**config.mk**
```make
export PLATFORM = sky130hd
export DESIGN_NAME = tlbdl_front
export DESIGN_NICKNAME = d
export VERILOG_FILES = /design/src/rtl/core/two_level_bound_delay_lookup_assert.svh /design/src/rtl/core/tlbdl_pkg.sv /design/src/rtl/core/tlbdl_front.sv
export SDC_FILE = /design/constraint.sdc
export NUM_CORES = 1
export LEC_CHECK = 0
export ABC_AREA = 1
export BUFFER_PORTS_ARGS = -buffer_cell sky130_fd_sc_hd__buf_4
export CAP_MARGIN = 20
export CORE_MARGIN = 2
export CORE_UTILIZATION = 50
export CTS_BUF_LIST = sky130_fd_sc_hd__clkbuf_8 sky130_fd_sc_hd__clkbuf_16
export DETAILED_ROUTE_END_ITERATION = 8
export GPL_ROUTABILITY_DRIVEN = 0
export PLACE_DENSITY = 0.77
export SLEW_MARGIN = 30
export SYNTH_ARGS = -nofsm -noshare
export SYNTH_HDL_FRONTEND = slang
export SYNTH_SLANG_ARGS = --single-unit
```
**constraint.sdc**
```tcl
create_clock -name clk -period 8.84 [get_ports clk]
set_clock_uncertainty 0.1 [all_clocks]
set_input_delay 1.326 -clock clk [delete_from_list [all_inputs] [get_ports clk]]
set_output_delay 1.326 -clock clk [all_outputs]
set_load 0.02 [all_outputs]
```
**src/rtl/core/two_level_bound_delay_lookup_assert.svh**
```systemverilog
// Assertion macros used by the delay lookup RTL.
`ifndef TWO_LEVEL_BOUND_DELAY_LOOKUP_ASSERT_SVH
`define TWO_LEVEL_BOUND_DELAY_LOOKUP_ASSERT_SVH
`ifndef SYNTH
`define TLB_ASSERT_IMPL(label, clk, rst_n, ante, cons) \
	label: assert property (@(posedge clk) disable iff (!rst_n) (ante) |-> (cons)) \
		else $error("assertion failed");
`define TLB_ASSERT_NEXT(label, clk, rst_n, ante, cons) \
	label: assert property (@(posedge clk) disable iff (!rst_n) (ante) |=> (cons)) \
		else $error("assertion failed");
`else
`define TLB_ASSERT_IMPL(label, clk, rst_n, ante, cons)
`define TLB_ASSERT_NEXT(label, clk, rst_n, ante, cons)
`endif
`endif

```
**src/rtl/core/tlbdl_pkg.sv**
```systemverilog
// Shared types and constants of the two-level bound delay lookup.
package tlbdl_pkg;
	localparam logic [1:0] ST_OK   = 2'd0;
	localparam logic [1:0] ST_NEG  = 2'd1;
	localparam logic [1:0] ST_FULL = 2'd2;
	localparam logic [1:0] ST_DUP  = 2'd3;

	localparam logic [1:0] SEQ_EXACT = 2'd0;
	localparam logic [1:0] SEQ_GE    = 2'd1;
	localparam logic [1:0] SEQ_GT    = 2'd2;

	localparam logic [1:0] CFG_DEFAULT_DELAY = 2'd0;
	localparam logic [1:0] CFG_SEQ_MODE      = 2'd1;
	localparam logic [1:0] CFG_CALC_MODE     = 2'd2;

	localparam logic [30:0] DEFAULT_DELAY_RST = 31'd800000;

	localparam logic REQ_INSERT = 1'b0;
	localparam logic REQ_LOOKUP = 1'b1;

	// A classified request as queued between front and back.
	typedef struct packed {
		logic        lookup;
		logic        neg;
		logic [31:0] seq;
		logic [31:0] calc;
		logic [30:0] delay;
	} req_t;

	typedef struct packed {
		logic [30:0] delay_ns;
		logic        found;
		logic [1:0]  status;
	} rsp_t;
endpackage

```
**src/rtl/core/tlbdl_front.sv**
```systemverilog
// Front end: accepts request words, classifies them and queues them.
module tlbdl_front (
	input  logic               clk,
	input  logic               arst_n,
	input  logic               in_valid,
	output logic               in_stall,
	input  logic               req_type,
	input  logic signed [31:0] seq_no,
	input  logic signed [31:0] calc_offset,
	input  logic signed [31:0] delay_offset,
	output logic               q_valid,
	output tlbdl_pkg::req_t    q_data,
	input  logic               q_pop
);
	// Two-entry queue.
	tlbdl_pkg::req_t buf_q [2];
	logic            rd_q, wr_q;
	logic [1:0]      cnt_q;
	tlbdl_pkg::req_t cls;
	logic            push;

	always_comb begin
		cls.lookup = (req_type == tlbdl_pkg::REQ_LOOKUP);
		cls.neg    = calc_offset[31] | delay_offset[31];
		cls.seq    = seq_no;
		cls.calc   = calc_offset;
		cls.delay  = delay_offset[30:0];
	end

	assign in_stall = (cnt_q == 2'd2);
	assign push     = in_valid & ~in_stall;
	assign q_valid  = (cnt_q != 2'd0);
	assign q_data   = buf_q[rd_q];

	always_ff @(posedge clk) begin
		if (push) begin
			buf_q[wr_q] <= cls;
		end
	end

	always_ff @(posedge clk or negedge arst_n) begin
		if (!arst_n) begin
			rd_q  <= 1'b0;
			wr_q  <= 1'b0;
			cnt_q <= 2'd0;
		end else begin
			if (push) begin
				wr_q <= ~wr_q;
			end
			if (q_pop) begin
				rd_q <= ~rd_q;
			end
			cnt_q <= cnt_q + {1'b0, push} - {1'b0, q_pop};
		end
	end
endmodule

```
* Yosys cells after proc, flatten, opt, wreduce, memory -nomap -nowiden *
Memories as Yosys holds them, arrays and structs flattened.
Cells that the tools add are included.

storage, ports and cells
  register bits after elaboration = 4
  memory bits (writable) = 194
  bits of input ports = 101
  memories kept = 1

cells by class
  $add $sub $neg = 2
  equality and inequality tests = 1
  mux-type cells = 2
  bitwise logic cells = 5
  reduce and logical (&&, ||, !) cells = 1

memories
  name   words  width  read ports  clocked after Yosys merged registers in  write ports  line               RTL
  buf_q  2      97     1           0                                        1            tlbdl_front.sv:16  tlbdl_pkg::req_t buf_q [2];

operator list
  operator                              count
  NOT 1 bit                             3
  adder 2 x 1 -> 2 bit                  1
  == test 2 bit, second input constant  1
  two-way mux 1 bit                     2
  nonzero test 2 bit                    1
  subtractor 2 x 1 -> 2 bit             1
  bitwise AND 1 bit                     1
  bitwise OR 1 bit                      1

* Logic depth before layout (Yosys ltp) *
Gate-level depths: netlist of run 1.

  depth after elaboration = 5
  depth in mapped cells = 9
  gate-level depth less buffers = 9

* Worst setup path after synthesis of run 1 *
OpenSTA, ideal clock, no wires.

  path type = input to register
  from = input port in_valid
  to = memory buf_q[1][0] in the netlist's numbering, enable pin
  arrival time = 5.447 ns
  data required time = 8.187 ns
  setup slack = 2.739 ns
  stages = 2
  buffers on the path = 0
  cell sequence = nand2_1 > nor2_1

between the ends
  cells in the longest elaborated chain, start to end = 3

ends and longest elaborated chain
  element                                  line               RTL
  start, declared                          tlbdl_front.sv:5   input logic in_valid,
  bitwise AND 1 bit                        tlbdl_front.sv:31  assign push = in_valid & ~in_stall;
  two-way mux 1 bit                        tlbdl_front.sv:36  if (push) begin
  two-way mux 1 bit (implied by the code)  tlbdl_front.sv:37  buf_q[wr_q] <= cls;
  end, declared                            tlbdl_front.sv:16

Every way passes these cells.

==> summary.txt, run 1 <==
Hold path
  – Worst hold stages: 2
  – HP Start: wr_q
  – Worst Hold End: wr_q
  – HP Class: flop to flop

Setup path
  – Worst r2r src: cnt_q[0]
  – CP Max Fanout: 131
  – Worst path top cell family by delay: buffers and inverters
  – Worst path bufs/invs: 2
  – Crit-path slowest cell: dfrtp_4
  – Req. time, crit path: 7.41 ns
  – Worst setup EP type: primary output
  – Reg2reg setup slack: 6.37 ns
  – R2R cell count: 6
  – WP data arrival: 2.42 ns
  – CP cell instances: buf_6 > o21ai_0 > buf_4
  – Crit Reg-Reg Endpoint: buf_q[1][87]
  – Startpoint Class: flop
  – Setup CP Type: flop to primary output
  – Largest stage delay, worst path: 0.77 ns

Clock tree
  – Post-CTS Setup Bufs: 0
  – CTS Buf Count: 17
  – CTS sink count: 198
  – Later-pin clock latency in the skew report: 0.41 ns
  – Clock Tree Root: clkbuf_16
  – Hold-fix buffers, CTS: 0
  – CTS H-tree depth: 4
  – TritonCTS clock tree: done
  – Post-CTS resize count: 0
  – CTS Buffer Depth: 2
  – Clk pin slew, worst setup/hold paths: 0.06 ns

Power and ir drop
  – IR drop worst, VDD: 0.169 mV
  – Pwr dens: 339 nW/um^2
  – Leakage: 4.08 nW
  – Power, Total: 3.25 mW

Synth
  – Ys Warns: 0
  – Synthesized area: 7410 sq um
  – Post-synthesis net count: 638
  – #FFs+latches synth: 198
  – Post-synth top area cell: edfxtp_1
  – Syn Area/Cell: 13.8 sq um
  – Seq/Total Area, Yosys: 80.0%
  – Cells after Synth: 535
  – Yosys cell types: 14
  – Synth area leaders: edfxtp_1 (79%), o21ai_0 (6.6%), nand2_1 (5.4%), inv_1 (5.3%), dfrtp_1 (1.4%)
  – Synth top area share: 78.6%

STA
  – Max Clk Rate: 260 MHz
  – Hold Slack: 0.379 ns
  – Final TNS setup: 0 ns
  – Rel. slew slack: 47.9%
  – Final Critical Period: 3.85 ns
  – Final hold vios: 0
  – # setup viols final: 0
  – RSZ-0062 raised after global routing: no
  – Final critical-path setup slack: 4.99 ns
  – Measured slew at the worst slew-check pin: 0.781 ns
  – Tcrit/Tclk final: 43.6%
  – Max-slew violation count: 0

Route
  – Routed WL per cell: 15.2 microns
  – DRT iter0 DRCs: 309
  – Post-DRT Antenna Nets: 0
  – Final WL: 14200 microns
  – Wl on met1: 5310 microns
  – Highest metal used: met4
  – Detailed Routing Iterations Pass 1: 4
  – Via count: 4511
  – DRC errors left: 0
  – Vias per cell: 4.83
  – Met2 wire length: 7590 microns
  – Met3 WL: 844 microns

Global routing
  – Global-route wire length before repair: 22000 microns
  – Largest net degree at the start of global routing: 132
  – Tot GR Track Use: 18.3%
  – Overflow after GRT: 0
  – Initial antenna violation count: 0
  – Vias in the first global route: 4553

Floorplan
  – Die area: 15800 sq um
  – Area of the core: 14500 sq um
  – # rows: 44
  – Io pins: 200
  – Die Y: 126 microns
  – Die W: 126 microns
  – Initial core utilization: 51.2%

Final layout
  – Layout cells sized above 1: 31.1%
  – Fill cells: 1067
  – Finished Core Util: 66.2%
  – Commonest cells after routing, fill and taps aside: buf_4 (202), edfxtp_1 (194), inv_1 (108)
  – Area grow syn2layout: 29.3%
  – # diodes: 0
  – Nets: 839
  – Most common cell after layout, fill and taps aside: buf_4

Outcome
  – Status: completed

Placed design
  – Port buffer count: 199
  – Dpl hpwl: 9600 microns
  – Place WS: 5.43 ns

Job
  – Max-cap violations: 0
[cells by family (layout without fill, tap and decap cells)]
group           count (synthesis)  count (layout)  share of synthesized area (%)
xor+xnor                        1               1                          0.118
buf+inv                       126             340                           7.33
compound gates                 97              97                           6.55
simple gates                  111             111                           5.69
flops                         198             198                           80.0
fa+ha+maj                       2               2                          0.338
[synthesized netlist by cell type, drive strengths merged]
cell	number
xor2	1
o21ai	97
edfxtp	194
inv	105
nand3	2
buf	17
nand2	107
or2	1
clkbuf	4
nor2	1
dfrtp	4
ha	2
[layer usage]
metal	track usage, %	up-vias
li1	-	2200
met1	19.6	2141
met2	32.8	136
met3	5.56	34
met4	9.11	0
met5	0	-
[worst max path at each step]
stage                        start          end  cells past startpoint
after floorplan           in_valid  buf_q[1][0]                      2
after CTS                     rd_q   q_data[56]                      3
after detailed placement      rd_q   q_data[56]                      3
after global placement        rd_q   q_data[56]                      3
final                         rd_q   q_data[56]                      3
after global routing          rd_q   q_data[68]                      4
[registers in the layout (all words and copies together), names as in the netlist]
| register | flops |
|---|---|
| wr_q | 1 |
| cnt_q | 2 |
| rd_q | 1 |
| buf_q | 194 |
[where the power goes]
group	internal [mW]	switching [mW]
combinational	0.420	0.747
sequential	1.28	0.0818
clock	0.408	0.308
[area by class of cell]
class                   instances  area [sq um]  share of cell area (%)
inverters                     105           397                    4.14
repair buffers                203          1530                    15.9
clock buffers                  17           425                    4.44
flip-flops and latches        198          5930                    61.9
clock inverters                15           124                    1.29
multi-input cells             211           948                    9.90
well taps                     184           230                    2.40
[worst min-delay path, stage by stage (launching register included)]
cell and delay [ns]:
dfrtp_1 0.35, nand2_1 0.06, nand2_1 0.05
[per-stage QoR]
step / cells / instance area (sq um)
floorplan: 535 / 7410
global placement: 901 / 9030
detailed placement: 901 / 9030
CTS: 933 / 9580
global route: 933 / 9580
finish: 933 / 9580
Power figures use the tool's default switching activity.
==> run 2: changes to the inputs <==
CORE_UTILIZATION = 47   (was 50)
PLACE_DENSITY = 0.76   (was 0.77)
clock period = 3.3 ns   (was 8.84 ns; I/O delays follow)
==> summary.txt, run 2 (synthesis gave the netlist of run 1 again) <==
Outcome
  – Status: completed

STA
  – Measured slew at the worst slew-check pin: 0.682 ns
  – Max Clk Rate: 391 MHz
  – # setup viols final: 0
  – Tcrit/Tclk final: 77.6%
  – Max-slew violation count: 0
  – Final hold vios: 0
  – Final TNS setup: 0 ns
  – RSZ-0062 raised after global routing: no
  – Final Critical Period: 2.56 ns
  – Rel. slew slack: 54.6%
  – Hold Slack: 0.153 ns

Power and ir drop
  – Sw Pwr: 3.12 mW
  – Switch share: 35.6%
  – Clock share of power: 22.0%
  – Comb pwr share: 36.6%
  – IR drop worst, VDD: 0.498 mV
  – Int Pwr: 5.65 mW
  – Leakage: 4.09 nW
  – Pwr dens: 905 nW/um^2
  – Sequential share of power: 41.4%

Clock tree
  – CTS Buf Count: 17
  – Post-CTS resize count: 0
  – TritonCTS clock tree: done
  – Clk pin slew, worst setup/hold paths: 0.07 ns
  – Later-pin clock latency in the skew report: 0.42 ns
  – CTS Buffer Depth: 2
  – Clock Tree Root: clkbuf_16
  – CTS sink count: 198
  – CTS H-tree depth: 4

Placed design
  – Port buffer count: 199
  – Dpl hpwl: 9670 microns

Setup path
  – Req. time, crit path: 2.70 ns
  – WP data arrival: 1.97 ns
  – Worst r2r src: wr_q
  – Reg2reg setup slack: 1.45 ns
  – Worst setup EP type: primary output
  – Crit Reg-Reg Endpoint: buf_q[0][62]
  – Startpoint Class: flop
  – R2R cell count: 4
  – CP Max Fanout: 66
  – Setup CP Type: flop to primary output

Final layout
  – Footprint of the multi-input gates: 948 sq um
  – FF/Latch Area: 5930 sq um
  – Nets: 844
  – Most common cell after layout, fill and taps aside: buf_4
  – Layout cells sized above 1: 31.8%
  – Area grow syn2layout: 30.6%
  – Fill cells: 1188
  – # diodes: 0
  – Largest Register: buf_q
  – Max FFs per register: 194
  – Biggest regs: buf_q x194, cnt_q x2
  – Commonest cells after routing, fill and taps aside: buf_4 (205), edfxtp_1 (194), nand2_1 (107)

Route
  – Post-DRT Antenna Nets: 0
  – Routed WL per cell: 14.7 microns
  – DRC errors left: 0
  – Via count: 4466
  – Vias per cell: 4.63
  – Detailed Routing Iterations Pass 1: 4
  – Final WL: 14200 microns
  – DRT iter0 DRCs: 321

Global routing
  – Largest net degree at the start of global routing: 67
  – Tot GR Track Use: 16.8%
  – Global-route wire length before repair: 21100 microns
  – Initial antenna violation count: 1
  – Vias in the first global route: 4372
  – Overflow after GRT: 0

Hold path
  – HP Class: primary input to flop
  – Worst Hold End: buf_q[0][11]
  – Worst hold stages: 1
  – HP Start: delay_offset[11]

Floorplan
  – Initial core utilization: 48.4%
  – # rows: 45
  – Die Y: 130 microns
  – Die W: 130 microns
  – Area of the core: 15300 sq um
  – Io pins: 200
  – Die area: 16800 sq um

Job
  – Max-cap violations: 0
-- run 2: per-layer routing --
metal	GRT usage, %	share of wire, %	up-vias
met5	0	0.11	-
met4	8.22	2.9	2
met3	4.54	5.7	28
met2	30.0	53	131
met1	18.7	38	2101
li1	-	-	2204
-- run 2: stage by stage --
step / power [mW] / std cells / cell area, sq um / utilization (%) / setup WS [ns]
detailed placement: 6.94 / 932 / 9120 / 59.5 / 1.13
finish: 8.76 / 965 / 9680 / 63.2 / 0.740
global placement: 6.85 / 932 / 9120 / 59.5 / 1.16
CTS: 8.87 / 965 / 9680 / 63.2 / 0.662
global route: 9.23 / 965 / 9680 / 63.2 / 0.621
floorplan: 5.56 / 535 / 7420 / - / 0.274
-- run 2: power by group through the flow --
stage | logic [mW] | clock network [mW] | registers [mW]
2_1_floorplan | 1.95 | 0 | 3.61
4_1_cts | 3.27 | 1.97 | 3.63
3_5_place_dp | 3.25 | 0 | 3.69
6_report | 3.21 | 1.93 | 3.63
3_3_place_gp | 3.19 | 0 | 3.66
5_1_grt | 3.49 | 2.06 | 3.68
-- run 2: final cells by class --
cell class,count,share of cell area [%]
Sequential cell,198,61.3
Clock inverter,15,1.32
Tap cell,211,2.73
Clock buffer,17,4.39
Multi-Input combinational cell,211,9.80
Inverter,105,4.10
Timing Repair Buffer,208,16.4
-- run 2: timing repair --
| item | 4_1_cts | 5_1_grt |
|---|---|---|
| hold buffers | 1 | 0 |
| buffers inserted | 0 | 0 |
| setup endpoints to repair | 0 | 0 |
| hold endpoints to repair | 4 | 0 |
-- run 2: worst max path at each step --
stage / depth (start not counted) / start / endpoint / slack, ns
2_1_floorplan: 2 / in_valid / buf_q[0][0] / 0.27
3_5_place_dp: 3 / rd_q / q_data[52] / 1.13
5_1_grt: 3 / rd_q / q_data[52] / 0.62
4_1_cts: 3 / rd_q / q_data[52] / 0.66
3_3_place_gp: 3 / rd_q / q_data[52] / 1.16
6_report: 3 / rd_q / q_data[52] / 0.74
-- run 2: worst max-delay path, stage by stage (launching register included) --
cell     delay (ns)
dfrtp_4        0.66
buf_12         0.26
o21ai_0        0.36
buf_4          0.22
